File: config.mk
export PLATFORM = sky130hd
export DESIGN_NAME = tsa_front
export DESIGN_NICKNAME = d
export VERILOG_FILES = /design/src/tsa_pkg.sv /design/src/tsa_front.sv
export SDC_FILE = /design/constraint.sdc
export NUM_CORES = 1
export LEC_CHECK = 0
export ABC_CLOCK_PERIOD_IN_PS = 12400
export CAP_MARGIN = 20
export CORE_AREA = 2 2 122 183
export DETAILED_ROUTE_END_ITERATION = 6
export DIE_AREA = 0 0 124 185
export DONT_BUFFER_PORTS = 1
export GPL_TIMING_DRIVEN = 1
export PLACE_DENSITY = 0.69
export SLEW_MARGIN = 10
export SYNTH_ARGS = -nofsm -noshare
export SYNTH_HDL_FRONTEND = slang
export SYNTH_SLANG_ARGS = --single-unit
File: constraint.sdc
create_clock -name clk -period 12.4 [get_ports clk]
set_input_delay 2.48 -clock clk [delete_from_list [all_inputs] [get_ports clk]]
set_output_delay 2.48 -clock clk [all_outputs]
set_load 0.03 [all_outputs]
File: src/tsa_pkg.sv
// Shared types and constants for the triangle stiffness assembly block.
`timescale 1ns / 1ps
package tsa_pkg;

  localparam int CoordW = 18;
  localparam int NodeW = 9;
  localparam int EntryW = 32;
  localparam int DiffW = 19;
  localparam int NumW = 40;
  localparam int DenW = 40;

  localparam logic FUNC_ADD = 1'b0;
  localparam logic FUNC_READ = 1'b1;

  localparam logic signed [EntryW-1:0] ENT_MAX = 32'sh7FFF_FFFF;
  localparam logic signed [EntryW-1:0] ENT_MIN = 32'sh8000_0000;

  typedef struct packed {
    logic             func;
    logic [NodeW-1:0] node_a;
    logic [NodeW-1:0] node_b;
    logic [NodeW-1:0] node_c;
    logic signed [CoordW-1:0] xa;
    logic signed [CoordW-1:0] ya;
    logic signed [CoordW-1:0] xb;
    logic signed [CoordW-1:0] yb;
    logic signed [CoordW-1:0] xc;
    logic signed [CoordW-1:0] yc;
    logic [NodeW-1:0] read_row;
    logic [NodeW-1:0] read_col;
  } item_t;

  typedef struct packed {
    logic signed [EntryW-1:0] entry_value;
    logic                     area_error;
    logic                     saturated;
  } result_t;

endpackage

File: src/tsa_front.sv
// Front part: accepts items into a short queue.
`timescale 1ns / 1ps
module tsa_front
  import tsa_pkg::*;
(
  input  logic  clk,
  input  logic  rst_n,
  input  logic  in_valid,
  output logic  in_ready,
  input  item_t in_item,
  output logic  q_valid,
  input  logic  q_ready,
  output item_t q_item
);

  item_t      buf_r [2];
  logic       wp_r, wp_nxt, rp_r, rp_nxt;
  logic [1:0] cnt_r, cnt_nxt;
  logic       push, pop;

  assign in_ready = (cnt_r != 2'd2);
  assign q_valid = (cnt_r != 2'd0);
  assign q_item = buf_r[rp_r];
  assign push = in_valid && in_ready;
  assign pop = q_valid && q_ready;

  always_comb begin
    wp_nxt = push ? ~wp_r : wp_r;
    rp_nxt = pop ? ~rp_r : rp_r;
    cnt_nxt = cnt_r + {1'b0, push} - {1'b0, pop};
  end

  always_ff @(posedge clk) begin
    if (push) begin
      buf_r[wp_r] <= in_item;
    end
    if (!rst_n) begin
      wp_r <= 1'b0;
      rp_r <= 1'b0;
      cnt_r <= 2'd0;
    end else begin
      wp_r <= wp_nxt;
      rp_r <= rp_nxt;
      cnt_r <= cnt_nxt;
    end
  end

endmodule

==> impl_results.md <==
- Layout Skew: 0.0108 ns
- Final Routed Wirelength: 19.4 mm
- Min-Delay Path Class: reg -> reg
- Num CTS Buffers: 27
- Netlist Area Pre-Place: 11600 um2
- Layout Nets: 682
- Power per standard cell area: 229 nW/um2
- Peak supply drop: 180 uV
- Clock Latency Late Sink: 0.52 ns
- Maximum root-to-sink buffer count: 3
- Rel. slew slack: 27.1%
- Vias post-DR: 4533
- Met2 GRT Util: 28.9%
- WP data required: 9.92 ns
- Initial detailed-routing violation count: 247
- Syn nets: 663
- Sequential area share after synthesis: 80.8%
- HP Start: wp_r$_SDFFE_PN0N_
- Pre-antenna DRT Iters: 4
- CP Class: reg -> out
- Fraction of final layout cells sized beyond drive strength 1: 37.2%
- GRT Residual Overflow: 0
- Worst r2r src: cnt_r[0]$_SDFF_PN0_
- Pleak: 4.18 nW
- Rows: 66
- Most frequent cells in the layout: edfxtp_1 (308), mux2_2 (94), mux2_4 (60), clkbuf_16 (27)
- First-pass GRT wire length: 26.9 mm
- Max cap viols: 0
- Ant diodes: 0
- Final setup violation count: 0
- Via density: 5.58
- Met1 usage: 14.7%
- Crit end category: output pin
- Area grow syn2layout: 9.23%
- Setup Buffers After CTS: 0
- Yosys warnings: 0
- CTS tree: yes
- Layer with the highest usage: met2
- Final Max Slew Viols: 0
- Clock root cell: clkbuf_16
- Vias in the first global route: 4815
- Critical Path AT: 2.77 ns
- Antenna Nets Post-Route: 0
- Register clock-pin slew on the reported worst setup and hold paths: 0.06 ns
- H-tree levels: 1
- RD Place Congestion: 0.749
- Drc violations: 0
- Fill cells: 1564
- RSZ-0062 raised after global routing: no
- Fmax: 191 MHz
- Min Tclk post-route: 5.25 ns
- Fin. Hold Viols: 0
- Initial antenna violation count: 4
- PortBufs: 0
- Post-route cell area: 12600 um2
- Register area: 9350 um2
- Netlist cell types: 18
- Initial core utilization: 53.9%
- Met3 Track Usage GR: 8.53%
- Critical path fanouts, max: 67
- Tot GR Track Use: 15.9%
- Dpl cell area: 11900 um2
- Final TNS setup: 0 ns
- Hold-fix buffers, CTS: 0
- Tcrit/Tclk final: 42.3%
- Run status: complete, no violations
- #FFs+latches synth: 313
- Post_cts resized: 0
- Die Width: 124 um
- Startpoint class of the critical path: flip-flop
- CTS Sinks: 313
- Ports: 314
- Dpl hpwl: 13.3 mm
- Avg Inst Size Synth: 23.0 um2
- Hold Worst Slack: 0.540 ns
- Worst-margin pin slew: 1.09 ns
- Post-DR wirelength/cell: 23.9 um
- Largest net degree at the start of global routing: 68
- Chip Height: 185 um
- Post-layout util: 58.9%
- Synthesized instance count: 503
- Commonest non-fill, non-tap cell in the layout: edfxtp_1
- Area of the multi-input gates: 2100 um2
- Core ar.: 21500 um2
- Die area: 22900 um2
## worst max-delay path, cell delays in order (launching register included)
cell     delay, ns
dfxtp_4       0.70
buf_4         0.89
mux2_2        0.52
## layer usage
metal / part of all wire (%) / wire length (um) / vias up
li1: - / - / 2026
met1: 29 / 5650 / 2247
met2: 55 / 10600 / 202
met3: 13 / 2510 / 52
met4: 3.1 / 605 / 6
met5: 0.25 / 48 / -
## power breakdown
group	internal, mW	switching [mW]	total [mW]
sequential	1.33	0.0482	1.38
combinational	0.229	0.533	0.762
clock	0.420	0.332	0.752
## logic make-up (layout without fill, tap and decap cells)
logic type                 after synthesis  in the layout  synth area share [%]
AOI/OAI and AO/OA                        1              1                0.0649
adders and majority gates                2              2                 0.216
buffers and inverters                   18             55                  1.20
and+or+nand+nor                         11             11                 0.530
DFF                                    313            313                  80.8
muxes                                  155            155                  17.0
xor gates and xnor gates                 3              3                 0.227
## synthesized netlist by cell type (all sizes together)
master / count / area [um2]
nor2: 1 / 3.75
and2: 2 / 12.5
o21a: 1 / 7.51
or2: 1 / 6.26
mux2i: 1 / 10.0
xnor2: 3 / 26.3
edfxtp: 308 / 9250
ha: 2 / 25.0
and3: 1 / 6.26
mux2: 154 / 1960
dfxtp: 5 / 100
nor2b: 2 / 12.5
buf: 17 / 135
inv: 1 / 3.75
nand2: 2 / 7.51
nand2b: 2 / 12.5
## path summary, 6_finish.rpt
| path | to | slack, ns | cells after the start |
|---|---|---|---|
| setup / recovery | q_item[8] | 7.15 | 2 |
| hold / removal | wp_r$_SDFFE_PN0N_ | 0.54 | 2 |
| setup reg to reg | buf_r[1][64]$_DFFE_PP_ | 9.10 | 4 |
| hold reg to reg | wp_r$_SDFFE_PN0N_ | 0.54 | 2 |
## state kept, by name (all words and copies together) (netlist names), named ones only
register,cells
rp_r,1
wp_r,1
buf_r,308
cnt_r,2
## through the flow
| stage | setup slack (ns) | power [mW] | instances |
|---|---|---|---|
| floorplan | 2.75 | 2.11 | 503 |
| global placement | 7.48 | 2.16 | 765 |
| detailed placement | 7.40 | 2.18 | 765 |
| CTS | 7.12 | 2.93 | 812 |
| global route | 7.03 | 3.01 | 812 |
| finish | 7.15 | 2.89 | 812 |
## final cells by class
class	count	share of cell area (%)
flip-flops and latches	313	74.0
multi-input cells	172	16.6
clock buffers	34	5.55
well taps	272	2.69
clock inverters	13	0.732
repair buffers	7	0.416
inverters	1	0.0297
Power figures use the tool's default switching activity.
